$ cat src/design/pshl_pkg.sv
`timescale 1ns / 1ps
// ----------------------------------------------------------------------------
// pshl_pkg
// shared types, constants and helpers of the path hash table lookup core
// ----------------------------------------------------------------------------
package pshl_pkg;

    localparam int TABLE_DEPTH = 1024;
    localparam int IDX_W       = $clog2(TABLE_DEPTH);
    localparam int CNT_W       = $clog2(TABLE_DEPTH + 1);

    localparam int SLOT_W      = 10;
    localparam int WORD_W      = 32;
    localparam int CHAR_W      = 8;
    localparam int CFG_IDX_W   = 2;
    localparam int CFG_DATA_W  = 32;
    localparam int COUNT_REG_W = 11;

    localparam int S_DATA_W    = 120;
    localparam int M_DATA_W    = 112;

    // register indexes
    localparam logic [CFG_IDX_W-1:0] REG_HASH_SEED   = 2'd0;
    localparam logic [CFG_IDX_W-1:0] REG_ENTRY_COUNT = 2'd1;

    // input kinds
    localparam logic MODE_LOAD = 1'b0;
    localparam logic MODE_CHAR = 1'b1;

    localparam logic [CHAR_W-1:0] CHAR_DOT   = 8'h2E;
    localparam logic [CHAR_W-1:0] CHAR_SLASH = 8'h2F;
    localparam logic [CHAR_W-1:0] CHAR_BSLSH = 8'h5C;
    localparam logic [CHAR_W-1:0] CHAR_UC_A  = 8'h41;
    localparam logic [CHAR_W-1:0] CHAR_UC_Z  = 8'h5A;
    localparam logic [CHAR_W-1:0] CASE_DIFF  = 8'h20;
    localparam logic [WORD_W-1:0] HASH_MUL   = 32'd101;

    // one command between the front and the back
    typedef struct packed {
        logic                is_load;
        logic [SLOT_W-1:0]   slot;
        logic [WORD_W-1:0]   hash;     // table hash, or search key
        logic [WORD_W-1:0]   offset;
        logic [WORD_W-1:0]   length;
    } cmd_t;

    typedef struct packed {
        logic valid;
        cmd_t cmd;
    } push_t;

    typedef struct packed {
        logic full;
        logic empty;
    } q_status_t;

    // separator and case mapping, sign extended
    function automatic logic [WORD_W-1:0] mapped_byte(input logic [CHAR_W-1:0] raw);
        logic [CHAR_W-1:0] c;
        c = raw;
        if (raw == CHAR_SLASH || raw == CHAR_BSLSH)
            c = CHAR_DOT;
        else if (raw >= CHAR_UC_A && raw <= CHAR_UC_Z)
            c = raw + CASE_DIFF;
        return {{(WORD_W-CHAR_W){c[CHAR_W-1]}}, c};
    endfunction

endpackage

$ cat src/design/pshl_queue.sv
`timescale 1ns / 1ps
// ----------------------------------------------------------------------------
// pshl_queue
// two-entry command queue between front and back
// ----------------------------------------------------------------------------
module pshl_queue
(
    input  logic                clk,
    input  logic                rst_n,
    input  pshl_pkg::push_t     push,
    input  logic                pop,
    output pshl_pkg::q_status_t status,
    output pshl_pkg::cmd_t      head
);

    pshl_pkg::cmd_t slots_reg [2];
    logic           wr_ptr_reg, wr_ptr_next;
    logic           rd_ptr_reg, rd_ptr_next;
    logic [1:0]     fill_reg, fill_next;
    logic           do_push, do_pop;

    assign status.full  = (fill_reg == 2'd2);
    assign status.empty = (fill_reg == 2'd0);
    assign do_push      = push.valid && !status.full;
    assign do_pop       = pop && !status.empty;
    assign head         = slots_reg[rd_ptr_reg];

    always_comb
    begin
        wr_ptr_next = wr_ptr_reg ^ do_push;
        rd_ptr_next = rd_ptr_reg ^ do_pop;
        fill_next   = fill_reg + 2'(do_push) - 2'(do_pop);
    end

    always_ff @(posedge clk or negedge rst_n)
    begin
        if (!rst_n)
        begin
            wr_ptr_reg <= 1'b0;
            rd_ptr_reg <= 1'b0;
            fill_reg   <= 2'd0;
        end
        else
        begin
            wr_ptr_reg <= wr_ptr_next;
            rd_ptr_reg <= rd_ptr_next;
            fill_reg   <= fill_next;
        end
    end

    always_ff @(posedge clk)
    begin
        if (do_push)
            slots_reg[wr_ptr_reg] <= push.cmd;
    end

endmodule

$ cat config.mk
export PLATFORM = sky130hd
export DESIGN_NAME = pshl_queue
export DESIGN_NICKNAME = d
export VERILOG_FILES = /design/src/design/pshl_pkg.sv /design/src/design/pshl_queue.sv
export SDC_FILE = /design/constraint.sdc
export NUM_CORES = 1
export LEC_CHECK = 0
export ABC_AREA = 1
export BUFFER_PORTS_ARGS = -buffer_cell sky130_fd_sc_hd__buf_2
export CELL_PAD_IN_SITES_DETAIL_PLACEMENT = 0
export CELL_PAD_IN_SITES_GLOBAL_PLACEMENT = 1
export CORE_MARGIN = 4
export CORE_UTILIZATION = 41
export CTS_CLUSTER_SIZE = 14
export DETAILED_ROUTE_END_ITERATION = 8
export PLACE_DENSITY_LB_ADDON = 0.1
export SYNTH_ARGS = -nofsm -noshare
export SYNTH_HDL_FRONTEND = slang
export SYNTH_SLANG_ARGS = --single-unit
$ cat constraint.sdc
create_clock -name clk -period 4.98 [get_ports clk]
set_input_delay 0.249 -clock clk [delete_from_list [all_inputs] [get_ports clk]]
set_output_delay 0.249 -clock clk [all_outputs]
set_load 0.02 [all_outputs]
# --- Yosys cells after proc, flatten, opt, wreduce, memory -nomap -nowiden ---
# Memories as Yosys holds them, arrays and structs flattened.
# Index checks and enable logic that the tools add are counted.
word_totals:
  ramBits: 214
  out_inout_bits: 109
  n_memories: 1
  reg_bits: 4
  elab_cells: 16
memory_table:
  columns: ["memory", "words", "word_bits", "read_ports", "rd_clocked_by_memory_dff", "wr", "line_no", "source"]
  rows:
  - ["slots_reg", 2, 107, 1, 0, 1, "pshl_queue.sv:16", "pshl_pkg::cmd_t slots_reg [2];"]
classes:
  bitwise: 2
  n_mux: 2
  eq_ne: 1
  add_sub_neg: 2
  reduce_logical: 5
op_table:
  columns: ["operator", "count"]
  rows:
  - ["adder 2 x 1 -> 2 bit", 1]
  - ["equality test 2 bit (second input constant)", 1]
  - ["logical AND 1 bit", 2]
  - ["zero test 1 bit", 2]
  - ["zero test 2 bit", 1]
  - ["2-to-1 mux 1 bit", 2]
  - ["subtractor 2 x 1 -> 2 bit", 1]
  - ["bitwise XOR 1 bit", 2]

# --- Logic depth before layout (Yosys ltp) ---
logic_depth:
  depth_word: 5
  mapped_depth: 10
  ltp_nobuf: 10

# --- Worst setup path after synthesis ---
# No wires, ideal clock.
synth_timing:
  kind: "register -> register"
  start: "register fill_reg[1]"
  end: "memory slots_reg[1][0] (netlist name) (enable)"
  path_buffers: 0
  stages_incl_launch_ff: 5
  arrival_ps: 3155
  period_less_slack_ps: 3633
  slack_ps: 1347
  cell_sequence: "dfrtp_1 -> inv_1 -> o21ai_0 -> inv_1 -> ha_1"
synth_between:
  elab_chain_len: 5
synth_rtl:
  columns: ["item", "line_no", "source"]
  rows:
  - ["start, declared", "pshl_queue.sv:19", "logic [1:0] fill_reg, fill_next;"]
  - ["start signal, assigned", "pshl_queue.sv:47", "fill_reg <= fill_next;"]
  - ["equality test 2 bit", "pshl_queue.sv:22", "assign status.full = (fill_reg == 2'd2);"]
  - ["zero test 1 bit", "pshl_queue.sv:24", "assign do_push = push.valid && !status.full;"]
  - ["logical AND 1 bit", "pshl_queue.sv:24", null]
  - ["2-to-1 mux 1 bit", "pshl_queue.sv:53", "if (do_push)"]
  - ["2-to-1 mux 1 bit (not written as such)", "pshl_queue.sv:54", "slots_reg[wr_ptr_reg] <= push.cmd;"]
  - ["end, declared", "pshl_queue.sv:16", null]
# No other way between the ends.

==> results list <==
- CTS built an H-tree with a depth of 1.
* Core region area: around 19000 um^2
* Post-route fraction of the period consumed by the critical path: 0.507
* Die boundary height: 148 um
* Min-Delay Startpoint: pop
* Area contributors post-synth: edfxtp_1 80%, nand2_1 15%, dfrtp_1 1.2%
* Max Clk Rate: 0.396 GHz
- Number of flip-flops under the largest register name: 214
* Part of the Yosys area used for sequential elements: 0.813
- Largest net degree at the start of global routing: about 110
* Count of routing violations after the opening detailed-route iteration: around 240
* NumNets Final: 1039
- Synth top area share: 0.801
- Placed Area: between 9000 and 10000 um^2
- Summed over all failing endpoints, the final setup total negative slack is 0 ns.
* Cell area after layout: between 10000 and 15000 um^2
- Unrepaired setup endpoints after global routing: false
- The initial utilization of the core area, before any placement, comes to 0.423.
- Global routing finished with a remaining overflow of 0.
- TritonCTS built the clock tree.
* Total leakage power: 4.77 nW
- At the worst endpoint, the arrival time is around 2.3 ns.
- Outcome: finished, final reports clean
- The pre-antenna-repair detailed-routing pass consisted of 4 iterations.
- Number of buffers inserted by post-CTS setup repair: 0
- Placer Congestion: roughly 0.70
- Crit Reg-Reg Startpoint: fill_reg[1]$_DFF_PN0_
- Register-to-register setup slack: ~2.7 ns
- Worst hold path type: in2reg
- Kind of capture point of the worst setup path: output pin
- Residual DRC count: 0
* Diodes inserted: 0
* Number of synthesized register bits: 218
- The worst setup path is of the reg2out kind.
- Data required time at the worst endpoint: ~4.7 ns
- In the final layout, the share of cells above drive strength 1 is 0.271.
- The wire-length estimate of the detail-placed layout is ~11 mm.
* Clock latency on the worst-skew pair: 0.49 ns
- The number of global-route vias before repair is 5494.
- VDD sags by at most between 0.4 and 0.5 mV.
- The number of slew-limit violations in the final report is 0.
- The number of clock buffers added by TritonCTS is 23.
* Antenna violations before repair: 0
- The count of nets left with antenna violations once routing finished came out at 0.
- A synthesized cell averages 13.6 um^2.
- After filler insertion, the fill cell instance count of the layout stands at 1600.
- Kind of start point of the critical path: flop
* Number of synthesis warnings: 0
- The number of nets handed over by synthesis was between 700 and 800.
- The most critical setup path has its startpoint at rd_ptr_reg$_DFF_PN0_.
* Detail-routed net length per standard cell: ~15 um
* Clock edge transition at the registers on the reported setup and hold paths: ~0.060 ns
- In this run the horizontal extent of the chip is 148 um.
- Vias per cell: about 4.4
- Buffer cell driving the clock tree root: clkbuf_16
- After detailed routing, the total wire length is 17.9 mm.
- The synthesized design spends more area on one cell type than any other, namely edfxtp_1.
* Vias: 5286
* Layout-stage area growth over the synthesis result: 38.0%
- At the pin with the least slew margin, the transition time is 1.17 ns.
- PwrDens: between 500 and 600 nW/um^2
- Clock skew on the completed layout was measured at roughly 0.0065 ns.
* Aggregate global-route resource usage: 0.160
- Crit path time final: roughly 2.5 ns
- In this run the tightest slew margin relative to its limit is 0.221.
- Maximum fanout encountered on the critical timing path: between 100 and 150
* Placement Rows: 50
- Synthesis produced just under 600 cells.
* Number of violations of the max-capacitance limit: 0
- CTS saw 218 sinks.
- Number of distinct library cells after synthesis: 12
- In this run the tool buffered the top-level ports with 219 buffer cells.
* Final number of setup-violating endpoints: 0
- The longest clock path from root to sink contains 3 buffers.
- The first global-routing pass estimated 27.7 mm of wire.
- Total Die Area: roughly 22000 um^2
* Final hold violations: 0
* Top-level I/O count: 220
- The mapped netlist covers roughly 8000 um^2.
power by group:
group          total [W]  leakage (nW)  switching [W]  internal, W
clock network    0.00146         0.306       0.000620     0.000836
logic            0.00231          2.42        0.00165     0.000662
registers        0.00260          2.04      0.0000913      0.00251
path summary, 6_finish.rpt:
check	cells past startpoint	endpoint
hold reg to reg	3	fill_reg[1]$_DFF_PN0_
min in group asynchronous	2	fill_reg[1]$_DFF_PN0_
setup reg to reg	5	slots_reg[1][72]$_DFFE_PP_
hold / removal	3	rd_ptr_reg$_DFF_PN0_
max in group asynchronous	2	rd_ptr_reg$_DFF_PN0_
setup / recovery	4	head[47]
metrics by stage:
step	power, W	worst slack [ns]	hold slack, ns	instances	util
5_1_grt	0.00677	2.24	0.0425	1195	0.584
4_1_cts	0.00648	2.35	0.0257	1195	0.584
3_5_place_dp	0.00495	2.62	0.0635	1051	0.494
3_3_place_gp	0.00491	2.67	0.0615	1051	0.494
2_1_floorplan	0.00416	1.35	-0.0466	590	-
6_report	0.00637	2.46	0.0341	1195	0.584
cells by family after synthesis:
group / Yosys count / share of synthesized area
simple gates: 333 / 0.156
flops: 218 / 0.813
buf+inv: 34 / 0.0235
fa+ha+maj: 4 / 0.00624
compound gates: 1 / 0.000623
worst max-delay path: stages (launching register included):
cell	delay, ns
dfrtp_4	0.42
buf_4	0.86
nand2_1	0.11
nand2_1	0.15
buf_2	0.18
synth_stat cells:
master and count:
buf_2 17, buf_4 2, buf_6 4, dfrtp_1 4
edfxtp_1 214, ha_1 4, inv_1 10, inv_4 1
nand2_1 330, nand3_1 2, nor2_1 1, o21ai_0 1
cell usage in the layout (no fill, tap or decap):
cell / netlist / routed
edfxtp_1: 214 / 214
dfrtp_4: 0 / 1
inv_4: 1 / 1
nand3_1: 2 / 2
dlygate4sd3_1: 0 / 108
o21ai_0: 1 / 1
ha_1: 4 / 2
clkbuf_1: 0 / 6
ha_4: 0 / 2
dfrtp_1: 4 / 3
inv_1: 10 / 10
nor2_1: 1 / 1
clkinv_1: 0 / 5
clkinv_2: 0 / 2
nand2_1: 330 / 330
buf_2: 17 / 219
clkbuf_16: 0 / 23
buf_4: 2 / 5
cell type report:
class | count | area [um^2] | area share
flip-flops and latches | 218 | 6530 | 0.590
clock buffers | 29 | 598 | 0.0540
inverters | 11 | 43.8 | 0.00395
repair buffers | 332 | 2210 | 0.200
clock inverters | 7 | 28.8 | 0.00260
multi-input cells | 338 | 1330 | 0.120
well taps | 260 | 325 | 0.0294
repair_timing:
item	in CTS	in global routing
endpoints found under the hold margin	218	0
gates resized for setup	0	0
hold buffers	108	0
per-layer routing:
layer  global-route usage  part of all wire
met1                0.193              0.40
met2                0.279              0.49
met3               0.0478             0.076
met4               0.0471             0.029
met5                    0                 0
Power figures use the tool's default switching activity.
