==> src/design/pshl_pkg.sv <==
`timescale 1ns / 1ps
// ----------------------------------------------------------------------------
// pshl_pkg
// shared types, constants and helpers of the path hash table lookup core
// ----------------------------------------------------------------------------
package pshl_pkg;

    localparam int TABLE_DEPTH = 1024;
    localparam int IDX_W       = $clog2(TABLE_DEPTH);
    localparam int CNT_W       = $clog2(TABLE_DEPTH + 1);

    localparam int SLOT_W      = 10;
    localparam int WORD_W      = 32;
    localparam int CHAR_W      = 8;
    localparam int CFG_IDX_W   = 2;
    localparam int CFG_DATA_W  = 32;
    localparam int COUNT_REG_W = 11;

    localparam int S_DATA_W    = 120;
    localparam int M_DATA_W    = 112;

    // register indexes
    localparam logic [CFG_IDX_W-1:0] REG_HASH_SEED   = 2'd0;
    localparam logic [CFG_IDX_W-1:0] REG_ENTRY_COUNT = 2'd1;

    // input kinds
    localparam logic MODE_LOAD = 1'b0;
    localparam logic MODE_CHAR = 1'b1;

    localparam logic [CHAR_W-1:0] CHAR_DOT   = 8'h2E;
    localparam logic [CHAR_W-1:0] CHAR_SLASH = 8'h2F;
    localparam logic [CHAR_W-1:0] CHAR_BSLSH = 8'h5C;
    localparam logic [CHAR_W-1:0] CHAR_UC_A  = 8'h41;
    localparam logic [CHAR_W-1:0] CHAR_UC_Z  = 8'h5A;
    localparam logic [CHAR_W-1:0] CASE_DIFF  = 8'h20;
    localparam logic [WORD_W-1:0] HASH_MUL   = 32'd101;

    // one command between the front and the back
    typedef struct packed {
        logic                is_load;
        logic [SLOT_W-1:0]   slot;
        logic [WORD_W-1:0]   hash;     // table hash, or search key
        logic [WORD_W-1:0]   offset;
        logic [WORD_W-1:0]   length;
    } cmd_t;

    typedef struct packed {
        logic valid;
        cmd_t cmd;
    } push_t;

    typedef struct packed {
        logic full;
        logic empty;
    } q_status_t;

    // separator and case mapping, sign extended
    function automatic logic [WORD_W-1:0] mapped_byte(input logic [CHAR_W-1:0] raw);
        logic [CHAR_W-1:0] c;
        c = raw;
        if (raw == CHAR_SLASH || raw == CHAR_BSLSH)
            c = CHAR_DOT;
        else if (raw >= CHAR_UC_A && raw <= CHAR_UC_Z)
            c = raw + CASE_DIFF;
        return {{(WORD_W-CHAR_W){c[CHAR_W-1]}}, c};
    endfunction

endpackage

==> src/design/pshl_front.sv <==
`timescale 1ns / 1ps
// ----------------------------------------------------------------------------
// pshl_front
// accepts words, hashes name characters, queues loads and searches
// ----------------------------------------------------------------------------
module pshl_front
(
    input  logic                          clk,
    input  logic                          rst_n,
    input  logic                          seed_load,
    input  logic [pshl_pkg::WORD_W-1:0]   seed,
    input  logic                          accept,
    input  logic                          mode,
    input  logic [pshl_pkg::SLOT_W-1:0]   entry_index,
    input  logic [pshl_pkg::WORD_W-1:0]   entry_hash,
    input  logic [pshl_pkg::WORD_W-1:0]   entry_offset,
    input  logic [pshl_pkg::WORD_W-1:0]   entry_length,
    input  logic [pshl_pkg::CHAR_W-1:0]   name_char,
    input  logic                          name_last,
    output pshl_pkg::push_t               push
);

    logic [pshl_pkg::WORD_W-1:0] run_hash_reg, run_hash_next;
    logic [pshl_pkg::WORD_W-1:0] dot_hash_reg, dot_hash_next;
    logic                        dot_seen_reg, dot_seen_next;
    logic                        is_dot;
    logic [pshl_pkg::WORD_W-1:0] key;

    assign is_dot = (name_char == pshl_pkg::CHAR_DOT);

    // a dot that is also the last character counts itself
    assign key = is_dot       ? run_hash_reg :
                 dot_seen_reg ? dot_hash_reg : seed;

    always_comb
    begin
        run_hash_next = run_hash_reg;
        dot_hash_next = dot_hash_reg;
        dot_seen_next = dot_seen_reg;
        if (seed_load)
        begin
            run_hash_next = seed;
            dot_seen_next = 1'b0;
        end
        else if (accept && mode == pshl_pkg::MODE_CHAR)
        begin
            if (is_dot)
            begin
                dot_hash_next = run_hash_reg;
                dot_seen_next = 1'b1;
            end
            run_hash_next = run_hash_reg * pshl_pkg::HASH_MUL
                          + pshl_pkg::mapped_byte(name_char);
            if (name_last)
            begin
                run_hash_next = seed;
                dot_seen_next = 1'b0;
            end
        end
    end

    always_ff @(posedge clk or negedge rst_n)
    begin
        if (!rst_n)
        begin
            run_hash_reg <= '0;
            dot_hash_reg <= '0;
            dot_seen_reg <= 1'b0;
        end
        else
        begin
            run_hash_reg <= run_hash_next;
            dot_hash_reg <= dot_hash_next;
            dot_seen_reg <= dot_seen_next;
        end
    end

    always_comb
    begin
        push.valid      = 1'b0;
        push.cmd.is_load = (mode == pshl_pkg::MODE_LOAD);
        push.cmd.slot   = entry_index;
        push.cmd.hash   = entry_hash;
        push.cmd.offset = entry_offset;
        push.cmd.length = entry_length;
        if (accept)
        begin
            if (mode == pshl_pkg::MODE_LOAD)
            begin
                // slots beyond the table are dropped
                push.valid = (32'(entry_index) < pshl_pkg::TABLE_DEPTH);
            end
            else
            begin
                push.valid    = name_last;
                push.cmd.hash = key;
            end
        end
    end

endmodule

==> config.mk <==
export PLATFORM = sky130hd
export DESIGN_NAME = pshl_front
export DESIGN_NICKNAME = d
export VERILOG_FILES = /design/src/design/pshl_pkg.sv /design/src/design/pshl_front.sv
export SDC_FILE = /design/constraint.sdc
export NUM_CORES = 1
export LEC_CHECK = 0
export BUFFER_PORTS_ARGS = -buffer_cell sky130_fd_sc_hd__buf_2
export CORE_MARGIN = 8
export CORE_UTILIZATION = 42
export DETAILED_ROUTE_END_ITERATION = 8
export GPL_TIMING_DRIVEN = 0
export HOLD_SLACK_MARGIN = 0.1
export PLACE_DENSITY = 0.67
export SLEW_MARGIN = 30
export SYNTH_ARGS = -nofsm -noshare
export SYNTH_HDL_FRONTEND = slang
export SYNTH_SLANG_ARGS = --single-unit
==> constraint.sdc <==
create_clock -name clk -period 6.7 [get_ports clk]
set_input_delay 1.34 -clock clk [delete_from_list [all_inputs] [get_ports clk]]
set_output_delay 1.34 -clock clk [all_outputs]
set_load 0.02 [all_outputs]
### Yosys cells after proc, flatten, opt, wreduce, memory -nomap -nowiden

Cells that the tools add are included.

* register bits after elaboration: 65
* input port bits: 152
* output and inout bits: 108
* logic and storage cells: 37

* add/sub/neg operators: 2
* multiply operators: 1
* magnitude comparators: 2
* equal/unequal tests: 3
* mux-type cells: 17
* bitwise logic cells: 2
* reductions and logical operators: 7

Operators by type and width (count)
* 32-bit 2-to-1 mux: 7
* 32-bit adder: 1
* 32-bit by 7-bit multiplier with 32-bit output (second input constant): 1
* 8-bit 2-to-1 mux: 4
* 8-bit by 6-bit equality test with 1-bit output (second input constant): 2
* 8-bit by 6-bit adder with 8-bit output (second input constant): 1
* 8-bit by 7-bit equality test with 1-bit output (second input constant): 1
* 8-bit by 7-bit >= comparator with 1-bit output (second input constant): 1
* 8-bit by 7-bit less-or-equal comparator with 1-bit output (second input constant): 1
* 1-bit 2-to-1 mux: 6
* 3-bit AND reduction: 1
* 3-bit nonzero test: 1
* 1-bit logical AND: 2
* 1-bit NOT: 2
* 2-bit AND reduction: 1
* 2-bit nonzero test: 1
* 1-bit logical OR: 1

### Longest topological paths before layout

* depth in word-level cells: 10
* mapped depth: 20
* depth with buffers taken out: 20

### Least setup slack after synthesis

OpenSTA, ideal clock, no wires.

* kind: input-to-reg
* start point: in name_char[0] (netlist bit)
* end point: reg run_hash_reg[30] (netlist bit)
* setup time: 0.126 ns
* arrival time: 5.936 ns
* required time: 6.574 ns
* path slack: 0.638 ns
* stages: 19
* buffers on the path: 0
* path through: or4_1 o21ai_1 a31oi_1 a21o_1 ha_1 inv_1 fa_1 fa_1 inv_1 ha_1 a21o_1 a31oi_2 a2bb2oi_2 o211ai_4 a2111oi_4 o31ai_2 a221oi_2 xor2_1 o22ai_1

* cells in the longest elaborated chain, start to end: 10
* elaborated cells between the ends (all ways): 15
* those cells by class: add/sub: 2; order compare: 2; eq/ne: 2; mux: 7; reduce/logical: 2

RTL lines
* from (decl): line pshl_front.sv:18 `input logic [pshl_pkg::CHAR_W-1:0] name_char,`
* 8-bit by 7-bit >= comparator with 1-bit output or 8-bit by 7-bit less-or-equal comparator with 1-bit output (tied branches): line pshl_pkg.sv:63 `else if (raw >= CHAR_UC_A && raw <= CHAR_UC_Z)`
* 1-bit logical AND: line pshl_pkg.sv:63
* 8-bit 2-to-1 mux: line pshl_pkg.sv:63
* 8-bit 2-to-1 mux *: line pshl_pkg.sv:61 `if (raw == CHAR_SLASH || raw == CHAR_BSLSH)`
* 8-bit 2-to-1 mux *: line pshl_front.sv:45 `else if (accept && mode == pshl_pkg::MODE_CHAR)`
* 8-bit 2-to-1 mux *: line pshl_front.sv:40 `if (seed_load)`
* 32-bit adder *: line pshl_front.sv:53 `+ pshl_pkg::mapped_byte(name_char);`
* 32-bit 2-to-1 mux *: line pshl_front.sv:54 `if (name_last)`
* 32-bit 2-to-1 mux *: line pshl_front.sv:45
* 32-bit 2-to-1 mux *: line pshl_front.sv:40
* to (signal assigned): line pshl_front.sv:72 `run_hash_reg <= run_hash_next;`
* to (decl): line pshl_front.sv:23 `logic [pshl_pkg::WORD_W-1:0] run_hash_reg, run_hash_next;`

Mark *: on every way between the ends. The rest lies on a longest branch, timed or not. The select of a mux whose other input is x is not followed.
A chain may end at the register's enable or synchronous reset.

### Final worst setup path

* start point: in name_char[0] (netlist bit)
* end point: reg run_hash_reg[20] (netlist bit)

The elaborated chain is that of the path after synthesis.

==> results.md <==
- Initial antenna violation count: 0
- Synth Cell Area: 8860 um2
- EDFF count, synth: 0
- Yosys Warn Count: 0
- Delay-heaviest family, CP: compound AO/OA/AOI/OAI gates
- Synthesized area per cell: 8.63 um2
- Startpoint Class: input port
- Grt ovf: 0
- Share of cells above drive strength 1: 26.4%
- Slowest stage delay, CP: 0.54 ns
- Status: finished clean
- Crit-path slowest cell: fa_1
- TritonCTS clock tree: built
- DIE AREA: 26000 um2
- GRT met1 Usage: 23.7%
- Worst-path clk slew: 0.06 ns
- Buffers plus inverters on the worst setup path: 3
- Worst Max-Slew Pin Slew: 0.871 ns
- Multi-input gate area: 5810 um2
- Crit path capture type: flop
- Clk buf depth: 2
- Post-Synthesis Cells: 1027
- Critical path arrival: 6.33 ns
- Net count after synthesis: 1351
- Final nets: 1548
- Predominant post-synthesis flop cell: dfrtp_1
- Slew headroom: 41.9%
- Fin. max-slew vios: 0
- DR pass1 iterations: 5
- Cts bufs inserted: 9
- Final HPWL DP: 21.1 mm
- Fmax: 163 MHz
- # H-tree levels: 3
- Number of I/O port buffers: 185
- Root Buffer: clkbuf_16
- Synthesis-to-layout area growth: 17.9%
- Placed insts: 1488
- Critical path type: in -> reg
- Fin crit period: 6.14 ns
- FF+latch count, synth: 65
- GRT met3 Usage: 2.77%
- Die width: 161 um
- Yosys cell types: 61
- Worst path cell trace: buf_2 > or4_1 > o21ai_1 > a31oi_1 > a21o_4 > ha_1 > fa_1 > inv_1 > fa_1 > inv_1 > ha_1 > nand2_1 > nor3_2 > o211ai_1 > a21o_1 > a21bo_1 > a21oi_1 > o21ai_0 > a311oi_1 > a21oi_1
- GRT busiest layer: met2
- Ys async rst share: 100%
- Commonest non-fill, non-tap cell in the layout: inv_1
- Post-route cell area: 10400 um2
- CTS Sinks: 65
- DRC: 0
- Max_cap viols: 0
- Fin. Hold Viols: 0
- GR met2 Demand/Resource: 34.3%
- Most frequent cells in the layout: 196 x inv_1, 187 x buf_2, 94 x ha_1
- First-pass GRT wire length: 41.0 mm
- I/O pin cnt: 260
- Setup-failing EPs final: 0
- Filler Cell Count: 2004
- DR iter-0 viols: 402
- Crit Path Max Fanout: 25
- Antenna cells: 0
- Initial core utilization: 42.4%
- Final period util: 91.6%
- Seq/Total Area, Yosys: 18.4%
- Routed len/inst: 17.0 um
- Routed Antenna Nets: 0
- Vias after detailed routing: 7636
- RSZ-0062 raised after global routing: no
- GRT Util Overall: 19.7%
- Die H: 161 um
- Critical Path RT: 6.89 ns
- Cell Rows: 53
- Sequential Area: 1630 um2
- Pin count of the biggest net entering global routing: 44
- Area after DPL: 10200 um2
- Final WL: 25.6 mm
- Non-Filler Instances: 1504
- Hold Path Class: reg -> reg
- Post-Route Skew: 0.0109 ns
- Via/cell ratio: 5.08
- GP Congestion: 0.899
- Skew-Pair Late Insertion Delay: 0.35 ns
- Vias in the first global route: 8059
- Core area: 20900 um2
-- routing by layer --
layer | vias to the layer above | routed length [um]
li1 | 3655 | -
met5 | - | 0
met2 | 279 | 12600
met1 | 3647 | 10500
met3 | 55 | 1540
met4 | 0 | 937
-- through the flow --
stage,setup TNS (ns),hold WS [ns],setup slack [ns],util (%)
floorplan,0,0.480,0.638,-
global placement,-0.857,0.488,-0.259,48.5
detailed placement,0,0.496,0.0841,48.7
CTS,0,0.509,0.400,50.0
global route,0,0.518,0.159,50.0
finish,0,0.506,0.562,50.0
-- area by class of cell --
cell class | instances | share of cell area [%]
well taps | 275 | 3.29
plain buffers | 110 | 6.65
multi-input cells | 656 | 55.7
flip-flops and latches | 65 | 15.6
repair buffers | 186 | 9.15
clock inverters | 7 | 0.491
inverters | 196 | 7.04
clock buffers | 9 | 2.16
-- synthesized netlist by cell type (8+ instances only) --
library cell	instances	share of area [%]
inv_1	196	8.3
ha_1	94	13
nor2_1	61	2.6
xnor2_1	20	2.0
clkbuf_1	30	1.3
a31oi_1	8	0.56
dfrtp_1	65	18
xor2_1	9	0.89
fa_1	78	18
a21oi_1	71	4.0
o21ai_0	50	2.8
nand2_1	80	3.4
o21ai_1	8	0.45
nor2b_1	8	0.56
a21o_1	19	1.6
mux2_2	32	4.1
mux2i_1	34	3.8
buf_4	74	6.3
-- final timing paths --
kind	start	end	slack, ns	cells past startpoint
worst max-delay path	name_char[0]	run_hash_reg[20]$_DFFE_PN0P_	0.56	20
worst min-delay path	dot_hash_reg[13]$_DFFE_PN0P_	dot_hash_reg[13]$_DFFE_PN0P_	0.51	1
worst max register to register	run_hash_reg[1]$_DFFE_PN0P_	run_hash_reg[20]$_DFFE_PN0P_	1.69	18
worst min register to register	dot_hash_reg[13]$_DFFE_PN0P_	dot_hash_reg[13]$_DFFE_PN0P_	0.51	1
max in group asynchronous	rst_n	dot_hash_reg[23]$_DFFE_PN0P_	5.24	2
min in group asynchronous	rst_n	run_hash_reg[3]$_DFFE_PN0P_	0.90	1
-- cell families (layout without fill, tap and decap cells) --
family	Yosys count	count (layout)	share of synthesized area (%)
AND/OR/NAND/NOR	186	186	9.32
flip-flops	65	65	18.4
XOR/XNOR	29	29	2.87
buffers and inverters	306	508	16.1
multiplexers	66	66	7.91
adder cells (fa/ha/maj)	172	172	30.9
AO/OA/AOI/OAI	203	203	14.5
-- what timing repair did --
action | CTS | global route
setup endpoints to repair | 0 | 2
hold buffers | 0 | 0
endpoints found under the hold margin | 0 | 0
buffers inserted | 0 | 0
resized for setup | 0 | 1
Power is not shown: default switching activity piles up to over one toggle a cycle in this logic, so the estimate is an artifact.
